### config.mk
export PLATFORM = sky130hd
export DESIGN_NAME = ps2_mouse_packet_tracker_core
export DESIGN_NICKNAME = d
export VERILOG_FILES = /design/src/hdl/pmt_pkg.sv /design/src/hdl/ps2_mouse_packet_tracker_core.sv /design/src/hdl/pmt_axis.sv
export SDC_FILE = /design/constraint.sdc
export NUM_CORES = 1
export LEC_CHECK = 0
export BUFFER_PORTS_ARGS = -buffer_cell sky130_fd_sc_hd__buf_2
export CORE_MARGIN = 2
export CORE_UTILIZATION = 50
export DETAILED_ROUTE_END_ITERATION = 8
export PLACE_DENSITY_LB_ADDON = 0.3
export SLEW_MARGIN = 0
export SYNTH_ARGS = -nofsm -noshare
export SYNTH_HDL_FRONTEND = slang
export SYNTH_SLANG_ARGS = --single-unit
### constraint.sdc
create_clock -name clk -period 11.58 [get_ports clk]
set_input_delay 2.316 -clock clk [delete_from_list [all_inputs] [get_ports clk]]
set_output_delay 2.316 -clock clk [all_outputs]
set_load 0.03 [all_outputs]
### src/hdl/pmt_pkg.sv
package pmt_pkg;

  // Header byte layout.
  localparam int unsigned HDR_LEFT    = 0;
  localparam int unsigned HDR_RIGHT   = 1;
  localparam int unsigned HDR_MIDDLE  = 2;
  localparam int unsigned HDR_SYNC    = 3;
  localparam int unsigned HDR_X_SIGN  = 4;
  localparam int unsigned HDR_Y_SIGN  = 5;
  localparam int unsigned HDR_X_OVF   = 6;
  localparam int unsigned HDR_Y_OVF   = 7;

  // Extra travel applied when an overflow bit is set.
  localparam logic signed [9:0] OVF_EXTRA = 10'sd255;

  // Configuration register indexes.
  localparam logic [0:0] REG_WIDTH  = 1'b0;
  localparam logic [0:0] REG_HEIGHT = 1'b1;

  localparam int unsigned DIM_BITS = 13;
  localparam int unsigned OUT_BITS = 12;

  localparam logic [DIM_BITS-1:0] WIDTH_RESET  = 13'd1920;
  localparam logic [DIM_BITS-1:0] HEIGHT_RESET = 13'd1080;

  // Packet byte phase codes.
  localparam logic [1:0] PH_HDR = 2'd0;
  localparam logic [1:0] PH_X   = 2'd1;
  localparam logic [1:0] PH_Y   = 2'd2;

  typedef logic [DIM_BITS-1:0] dim_t;

endpackage

### src/hdl/ps2_mouse_packet_tracker_core.sv
// PS/2 mouse packet tracker. Mouse bytes enter on the s_ stream; the first
// byte after reset is dropped, packets start on a byte with bit 3 set, and
// every third packet byte produces one m_ word carrying the clamped cursor
// position (Y grows downward) and the three buttons. A byte is held in the
// input register; when it moves on, its packet is folded into the cursor and
// the result word is loaded into the output register. The block accepts one
// byte every cycle unless the held byte completes a packet while an earlier
// result still waits, unaccepted, in the output register. Screen width and
// height are written on the cfg_ port; the user must do so only while the
// stream is idle, which the block does not enforce.
module ps2_mouse_packet_tracker_core import pmt_pkg::*; #(
  parameter int COORD_BITS = 12
) (
  input  logic        clk,
  input  logic        rst,
  input  logic        cfg_we,
  input  logic [0:0]  cfg_addr,
  input  logic [12:0] cfg_data,
  input  logic        s_tvalid,
  output logic        s_tready,
  input  logic [7:0]  s_tdata,   // [7:0] rx_byte
  output logic        m_tvalid,
  input  logic        m_tready,
  // [11:0] pos_x, [23:12] pos_y, [24] left_pressed, [25] right_pressed,
  // [26] middle_pressed, [31:27] zero
  output logic [31:0] m_tdata
);

  dim_t                  screen_width;
  dim_t                  screen_height;
  logic                  skip_first;
  logic [1:0]            byte_phase;
  logic [7:0]            header_byte;
  logic [7:0]            x_delta_byte;
  logic [COORD_BITS-1:0] cursor_x;
  logic [COORD_BITS-1:0] cursor_y;
  logic                  in_valid;
  logic [7:0]            in_byte;
  logic                  in_result;
  logic                  in_fire;
  logic [COORD_BITS-1:0] cursor_x_next;
  logic [COORD_BITS-1:0] cursor_y_next;

  // Configuration registers.
  always_ff @(posedge clk) begin
    if (rst) begin
      screen_width  <= WIDTH_RESET;
      screen_height <= HEIGHT_RESET;
    end else if (cfg_we) begin
      case (cfg_addr)
        REG_WIDTH:  screen_width  <= cfg_data;
        REG_HEIGHT: screen_height <= cfg_data;
        default:    ;
      endcase
    end
  end

  // The held byte completes a packet; it may move on unless a result is stuck.
  assign in_result = in_valid && !skip_first && (byte_phase == PH_Y);
  assign in_fire   = in_valid && (!in_result || !m_tvalid || m_tready);
  assign s_tready  = !in_valid || in_fire;

  // Input register.
  always_ff @(posedge clk) begin
    if (rst) begin
      in_valid <= 1'b0;
    end else if (s_tready) begin
      in_valid <= s_tvalid;
    end
    if (s_tready && s_tvalid) begin
      in_byte <= s_tdata;
    end
  end

  // New cursor values for a completed packet.
  pmt_axis #(.COORD_BITS(COORD_BITS), .SUBTRACT(1'b0)) u_axis_x (
    .cur (cursor_x),
    .low (x_delta_byte),
    .neg (header_byte[HDR_X_SIGN]),
    .ovf (header_byte[HDR_X_OVF]),
    .dim (screen_width),
    .nxt (cursor_x_next)
  );

  pmt_axis #(.COORD_BITS(COORD_BITS), .SUBTRACT(1'b1)) u_axis_y (
    .cur (cursor_y),
    .low (in_byte),
    .neg (header_byte[HDR_Y_SIGN]),
    .ovf (header_byte[HDR_Y_OVF]),
    .dim (screen_height),
    .nxt (cursor_y_next)
  );

  // Packet assembly and cursor state.
  always_ff @(posedge clk) begin
    if (rst) begin
      skip_first <= 1'b1;
      byte_phase <= PH_HDR;
      cursor_x   <= '0;
      cursor_y   <= '0;
    end else if (in_fire) begin
      if (skip_first) begin
        skip_first <= 1'b0;
      end else begin
        case (byte_phase)
          PH_X: begin
            byte_phase <= PH_Y;
          end
          PH_Y: begin
            byte_phase <= PH_HDR;
            cursor_x   <= cursor_x_next;
            cursor_y   <= cursor_y_next;
          end
          default: begin
            byte_phase <= in_byte[HDR_SYNC] ? PH_X : PH_HDR;
          end
        endcase
      end
    end
  end

  // Header and X bytes are only captured, so they need no reset.
  always_ff @(posedge clk) begin
    if (in_fire && !skip_first) begin
      if (byte_phase == PH_X) begin
        x_delta_byte <= in_byte;
      end else if (byte_phase != PH_Y && in_byte[HDR_SYNC]) begin
        header_byte <= in_byte;
      end
    end
  end

  // Output register.
  always_ff @(posedge clk) begin
    if (rst) begin
      m_tvalid <= 1'b0;
    end else if (in_fire && in_result) begin
      m_tvalid <= 1'b1;
    end else if (m_tready) begin
      m_tvalid <= 1'b0;
    end
    if (in_fire && in_result) begin
      m_tdata <= {5'b00000,
                  header_byte[HDR_MIDDLE],
                  header_byte[HDR_RIGHT],
                  header_byte[HDR_LEFT],
                  OUT_BITS'(cursor_y_next),
                  OUT_BITS'(cursor_x_next)};
    end
  end

endmodule

### src/hdl/pmt_axis.sv
// One cursor axis: forms the movement from its byte and header bits, applies it
// and clamps the result to the screen dimension.
module pmt_axis import pmt_pkg::*; #(
  parameter int COORD_BITS = 12,
  parameter bit SUBTRACT   = 1'b0
) (
  input  logic [COORD_BITS-1:0] cur,
  input  logic [7:0]            low,
  input  logic                  neg,
  input  logic                  ovf,
  input  dim_t                  dim,
  output logic [COORD_BITS-1:0] nxt
);

  localparam int SW = COORD_BITS + 3;
  localparam int LW = (COORD_BITS > DIM_BITS) ? COORD_BITS : DIM_BITS;
  localparam logic [LW-1:0] CAP_W = LW'((1 << COORD_BITS) - 1);

  logic signed [9:0]    d9;
  logic signed [9:0]    delta;
  logic [LW-1:0]        dim_m1;
  logic [COORD_BITS-1:0] lim;
  logic signed [SW-1:0] cur_s;
  logic signed [SW-1:0] lim_s;
  logic signed [SW-1:0] sum;

  // Nine-bit two's complement movement plus overflow travel.
  assign d9    = $signed({neg, neg, low});
  assign delta = ovf ? (neg ? d9 - OVF_EXTRA : d9 + OVF_EXTRA) : d9;

  // Largest coordinate: dimension minus one, zero for an empty dimension,
  // saturated to what the coordinate register can hold.
  always_comb begin
    dim_m1 = (dim == '0) ? '0 : LW'(dim) - LW'(1);
    lim    = (dim_m1 > CAP_W) ? CAP_W[COORD_BITS-1:0] : dim_m1[COORD_BITS-1:0];
  end

  assign cur_s = $signed({3'b000, cur});
  assign lim_s = $signed({3'b000, lim});
  assign sum   = SUBTRACT ? cur_s - SW'(delta) : cur_s + SW'(delta);

  // Clamp into 0..lim.
  always_comb begin
    if (sum < 0) begin
      nxt = '0;
    end else if (sum > lim_s) begin
      nxt = lim;
    end else begin
      nxt = sum[COORD_BITS-1:0];
    end
  end

endmodule

# After elaboration in Yosys (flattened, before gate mapping)
# Index checks and enable logic that the tools add are counted.
# W data, S select, Z words.
word_totals:
  register_bits: 106
  inputBits: 27
  out_inout_bits: 34
  word_cells: 71
op_classes:
  addsub: 8
  n_lt_le_gt_ge: 6
  n_eq_ne: 3
  muxes: 16
  bitwise: 3
  reduce_logical: 23
op_table:
  columns: ["cell", "count"]
  rows:
  - ["$mux W12", 6]
  - ["$mux W10", 4]
  - ["$gt A14 B13 Y1", 2]
  - ["$lt A14 B1 Y1 const B", 2]
  - ["$gt A13 B12 Y1 const B", 2]
  - ["$logic_not A13 Y1", 2]
  - ["$mux W13", 2]
  - ["$sub A13 B1 Y13 const B", 2]
  - ["$add A9 B9 Y10 const B", 2]
  - ["$sub A9 B9 Y10 const B", 2]
  - ["$add A13 B10 Y14", 1]
  - ["$sub A13 B10 Y14", 1]
  - ["$reduce_and A2 Y1", 4]
  - ["$logic_and A1 B1 Y1", 7]
  - ["$reduce_and A3 Y1", 2]
  - ["$logic_not A1 Y1", 4]
  - ["$pmux W2 S2", 1]
  - ["$logic_or A1 B1 Y1", 3]
  - ["$mux W1", 3]
  - ["$not A1 Y1", 3]
  - ["$eq A2 B1 Y1 const B", 1]
  - ["$eq A2 B2 Y1 const B", 1]
  - ["$ne A2 B2 Y1 const B", 1]
  - ["$reduce_bool A2 Y1", 1]

# Longest topological paths before layout
logic_depth:
  word_depth: 9
  ltp_mapped: 25
  ltp_nobuf: 23

# Modules after synthesis
# From an unflattened synthesis, not the netlist that was laid out.
unflattened:
  cells_unflattened: 804
  area_unflattened_um2: 7564.8
by_module_without_submodules:
  columns: ["module", "instances", "cells_each", "area_each_um2", "seq_area_each_um2"]
  rows:
  - ["ps2_mouse_packet_tracker_core", 1, 306, 3836.2, 2602.5]
  - ["pmt_axis (u_axis_y)", 1, 246, 1903.1, 0.0]
  - ["pmt_axis (u_axis_x)", 1, 252, 1825.5, 0.0]

# Worst setup path after synthesis
# No wires, ideal clock.
synth_path:
  path_type: "register -> register"
  startpoint: "reg header_byte[4]"
  endpoint: "reg m_tdata[2] (data pin)"
  setup_ns: 0.270
  t_arrival_ns: 4.878
  required_time_ns: 11.310
  setup_slack_ns: 6.432
  path_stages_with_launch: 24
  n_path_buf: 1
  synth_period_minus_slack_ns: 5.148
  path_cell_list: "edfxtp_1 inv_1 ha_1 a21o_1 a21oi_1 o21bai_1 a21oi_1 o21bai_1 a21oi_1 xnor2_1 mux2_2 ha_1 and3_1 o21a_1 a211o_1 a21o_1 xnor2_1 ha_1 a21oi_1 a311o_1 a32oi_2 buf_2 nor3_1 nor3_1"
synth_via:
  elab_chain_cells: 7
  word_cells_on_any_way: 9
  cone_classes: "add/sub (3); order compare (2); mux (4)"
synth_lines:
  columns: ["element", "line_no", "text"]
  rows:
  - ["from (decl)", "ps2_mouse_packet_tracker_core.sv:33", "logic [7:0] header_byte;"]
  - ["from (signal assigned)", "ps2_mouse_packet_tracker_core.sv:128", "header_byte <= in_byte;"]
  - ["$add A9 B9 Y10 / $sub A9 B9 Y10 (equally long branches)", "pmt_axis.sv:29", "assign delta = ovf ? (neg ? d9 - OVF_EXTRA : d9 + OVF_EXTRA) : d9;"]
  - ["$mux W10", "pmt_axis.sv:29", null]
  - ["$mux W10 (*)", "pmt_axis.sv:29", null]
  - ["$add A13 B10 Y14 (*)", "pmt_axis.sv:40", "assign sum = SUBTRACT ? cur_s - SW'(delta) : cur_s + SW'(delta);"]
  - ["$gt A14 B13 Y1", "pmt_axis.sv:46", "end else if (sum > lim_s) begin"]
  - ["$mux W12", "pmt_axis.sv:46", null]
  - ["$mux W12 (*)", "pmt_axis.sv:44", "if (sum < 0) begin"]
  - ["via cursor_x_next[2]", "ps2_mouse_packet_tracker_core.sv:41", "logic [COORD_BITS-1:0] cursor_x_next;"]
  - ["to (signal assigned)", "ps2_mouse_packet_tracker_core.sv:143", "m_tdata <= {5'b00000,"]
  - ["to (decl)", "ps2_mouse_packet_tracker_core.sv:26", "output logic [31:0] m_tdata"]
# The timed path passes the listed nets; every way through them passes the cells marked *.
# A chain may end at the register's enable or synchronous reset.

# Final worst setup path
layout_path:
  startpoint: "reg header_byte[5]"
  endpoint: "reg m_tdata[18] (data pin)"
layout_via:
  elab_chain_cells: 7
  word_cells_on_any_way: 9
  cone_classes: "add/sub (3); order compare (2); mux (4)"
layout_lines:
  columns: ["element", "line_no", "text"]
  rows:
  - ["$add A9 B9 Y10 / $sub A9 B9 Y10 (equally long branches)", "pmt_axis.sv:29", null]
  - ["$mux W10", "pmt_axis.sv:29", null]
  - ["$mux W10 (*)", "pmt_axis.sv:29", null]
  - ["$sub A13 B10 Y14 (*)", "pmt_axis.sv:40", null]
  - ["$gt A14 B13 Y1", "pmt_axis.sv:46", null]
  - ["$mux W12", "pmt_axis.sv:46", null]
  - ["$mux W12 (*)", "pmt_axis.sv:44", null]
  - ["via cursor_y_next[6]", "ps2_mouse_packet_tracker_core.sv:42", "logic [COORD_BITS-1:0] cursor_y_next;"]
# Marked as above.

==> flow_metrics.env <==
export IMPL_synthMuxAreaShare_pct=2.58
export IMPL_place_ws_ps=5580
export IMPL_antennaDiodeCount=0
export IMPL_hold_viol_final=0
export IMPL_yosys_area_top_type="edfxtp_1"
export IMPL_fill_cells=1338
export IMPL_post_drt_wl_per_cell_um=16.2
export IMPL_portBuffers=55
export IMPL_seq_area_mm2=0.00260
export IMPL_min_to="m_tdata[24]$_DFFE_PP_"
export IMPL_crit_chain="inv_1 > ha_1 > a21o_1 > a21oi_1 > xnor2_1 > mux2i_1 > ha_1 > o21ai_0 > a21oi_1 > o21ai_0 > a21oi_1 > o21a_1 > or3_1 > and2_1 > ha_1 > o21a_1 > o21ai_0 > nor3b_1 > o31ai_1 > a211o_1 > a22oi_2 > o21ai_0 > and3b_1"
export IMPL_critPathCaptureType="flip-flop"
export IMPL_power_density_mw_per_mm2=109
export IMPL_worstHoldStart="header_byte[0]$_DFFE_PP_"
export IMPL_critPathLaunchType="flip-flop"
export IMPL_synth_adder_area_share_pct=12.9
export IMPL_numClockSinks=105
export IMPL_die_width_um=125
export IMPL_fin_area_mm2=0.00806
export IMPL_drc_errors=1
export IMPL_critical_path_startpoint="header_byte[5]$_DFFE_PP_"
export IMPL_ir_drop_mv=0.0742
export IMPL_grt_pass1_vias=5824
export IMPL_run_status="finished with violations"
export IMPL_worst_pin_slew_ps=1070
export IMPL_clock_path_buffers=2
export IMPL_slew_violations=0
export IMPL_clock_root_buffer="clkbuf_16"
export IMPL_rsz0062_at_grt="no"
export IMPL_place_gp_congestion=0.874
export IMPL_core_mm2=0.0145
export IMPL_cap_viol_max_count=0
export IMPL_wl_um=17200
export IMPL_fmax_mhz=163
export IMPL_placed_area_mm2=0.00775
export IMPL_postCtsHoldBufs=0
export IMPL_yosys_warnings=0
export IMPL_clk_latency_ps=370
export IMPL_critPathBufInv=1
export IMPL_r2r_start="header_byte[5]$_DFFE_PP_"
export IMPL_synth_area_mm2=0.00737
export IMPL_crit_fanout=20
export IMPL_cts_setup_buffers=0
export IMPL_htree_levels=3
export IMPL_required_ps=11690
export IMPL_rows=44
export IMPL_drive_above_1_share_pct=11.6
export IMPL_violations="DRC"
export IMPL_cpMostUsedCell="o21ai_0"
export IMPL_async_flop_share_pct=0
export IMPL_synth_edf_count=50
export IMPL_synth_top_area_share_pct=20.4
export IMPL_grt_max_degree=35
export IMPL_die_h_um=125
export IMPL_final_setup_tns_ps=0
export IMPL_routed_via_density=5.80
export IMPL_syn_area_per_cell_um2=8.89
export IMPL_ys_types=74
export IMPL_reg2reg_to="m_tdata[18]$_DFFE_PP_"
export IMPL_max_slew_margin_pct=27.4
export IMPL_antenna_found_initial=0
export IMPL_post_route_min_period_ps=6120
export IMPL_worst_endpoint_arrival_ps=6230
export IMPL_io_pins=61
export IMPL_cts_clk_slew_worst_paths_ps=70
export IMPL_min_path_type="reg2reg"
export IMPL_postRouteAntennaNets=0
export IMPL_multiInputGateArea_mm2=0.00440
export IMPL_first_pass_iters=7
export IMPL_synth_top_family_by_area="compound AO/OA/AOI/OAI gates"
export IMPL_max_stage_delay_ps=720
export IMPL_clock_skew_ps=9.39
export IMPL_synth_common_cells="103 x nand2_1, 80 x a21oi_1, 69 x ha_1, 55 x dfxtp_1, 52 x inv_1"
export IMPL_vias=6133
export IMPL_syn_to_final_growth_pct=9.26
export IMPL_timing_final_ws_setup_ps=5460
export IMPL_finalSetupViolations=0
export IMPL_hpwl_um=13100
export IMPL_r2r_slack_ps=5460
export IMPL_synth_top_flop_cell="dfxtp_1"
export IMPL_post_cts_resized=0
export IMPL_synth_seq_area_share_pct=35.3
export IMPL_grt_total_usage_pct=22.3
export IMPL_fin_crit_sh_pct=52.9
export IMPL_cpMaxStageDelayCell="a22oi_2"
export IMPL_cts_buffers=9
export IMPL_initial_core_util_pct=50.9
export IMPL_dieArea_mm2=0.0157
export IMPL_initialDrtViolationCount=387
export IMPL_synth_most_common_cell="nand2_1"
export IMPL_path_delay_family="compound AO/OA/AOI/OAI gates"
export IMPL_yosys_top_cells_area="edfxtp_1 20%, dfxtp_1 15%, ha_1 12%"
export IMPL_grt_pass1_wl_um=28500
export IMPL_nNetsFinal=968
export IMPL_synth_compound_gate_area_share_pct=20.5
export IMPL_synth_seq_cells=105
export IMPL_syn_inst=830
export IMPL_synthSimpleGateAreaFrac_pct=18.1
export IMPL_synth_xor_area_share_pct=5.21
export IMPL_worst_setup_path_type="reg2reg"
export IMPL_overflow=0
export IMPL_ff2ff_path_depth=23
export IMPL_p_leak_nw=3.31
export IMPL_whs_path_depth=0
export IMPL_cts_tree="yes"
-- metal layers --
metal / GRT usage (%) / up-vias / wire [um]
met5: 0 / - / 0
met4: 6.01 / 0 / 313
met3: 4.84 / 25 / 899
met2: 35.0 / 160 / 7690
met1: 31.2 / 2841 / 8260
li1: - / 3107 / -
-- stage by stage --
step	hold WS [ps]	instances	utilization [%]	power, mW
2_1_floorplan	400	834	-	0.534
3_3_place_gp	402	1041	53.5	0.566
3_5_place_dp	406	1041	53.5	0.567
4_1_cts	425	1057	55.7	0.880
5_1_grt	438	1057	55.7	0.914
6_report	422	1057	55.7	0.874
-- sequential cells by signal, indices dropped and copies added, names as in the netlist --
| register | flops |
|---|---|
| byte_phase | 2 |
| cursor_x | 12 |
| cursor_y | 12 |
| header_byte | 7 |
| in_byte | 8 |
| in_valid | 1 |
| m_tdata | 27 |
| m_tvalid | 1 |
| screen_height | 13 |
| screen_width | 13 |
| skip_first | 1 |
| x_delta_byte | 8 |
-- layout by cell type (no fill, tap or decap), types with 32 or more instances in the layout --
master / n
dfxtp_1: 55
edfxtp_1: 50
ha_1: 69
nor3_1: 35
xnor2_1: 32
buf_2: 55
a21oi_1: 80
inv_1: 52
nor2_1: 35
nand2_1: 103
-- where the power goes --
part	switching (mW)	internal, mW	total, mW	leakage, nW
Combinational	0.0908	0.0615	0.152	2.25
Sequential	0.0114	0.397	0.409	0.907
Clock	0.149	0.164	0.314	0.153
-- kinds of logic (layout without fill, tap and decap cells) --
| kind of cell | after synthesis | in the layout |
|---|---|---|
| AO/OA/AOI/OAI | 229 | 229 |
| XOR/XNOR | 43 | 43 |
| adder cells (fa/ha/maj) | 74 | 74 |
| buffers and inverters | 91 | 130 |
| flip-flops | 105 | 105 |
| multiplexers | 18 | 18 |
| other | 1 | 5 |
| AND/OR/NAND/NOR | 269 | 269 |
-- final cells by class --
cell class,instances,share of cell area (%)
multi-input combinational,638,54.6
inverter,52,2.42
sequential,105,32.3
clock buffer,10,3.11
timing repair buffer,62,4.07
clock inverter,6,0.683
tap,184,2.86
-- worst max-delay path by stage --
stage | cells after the start | to
CTS | 22 | m_tdata[18]$_DFFE_PP_
floorplan | 23 | m_tdata[2]$_DFFE_PP_
global placement | 22 | m_tdata[18]$_DFFE_PP_
detailed placement | 22 | m_tdata[18]$_DFFE_PP_
global route | 22 | m_tdata[18]$_DFFE_PP_
finish | 23 | m_tdata[18]$_DFFE_PP_
No activity file was read; power rests on OpenSTA's default activity.
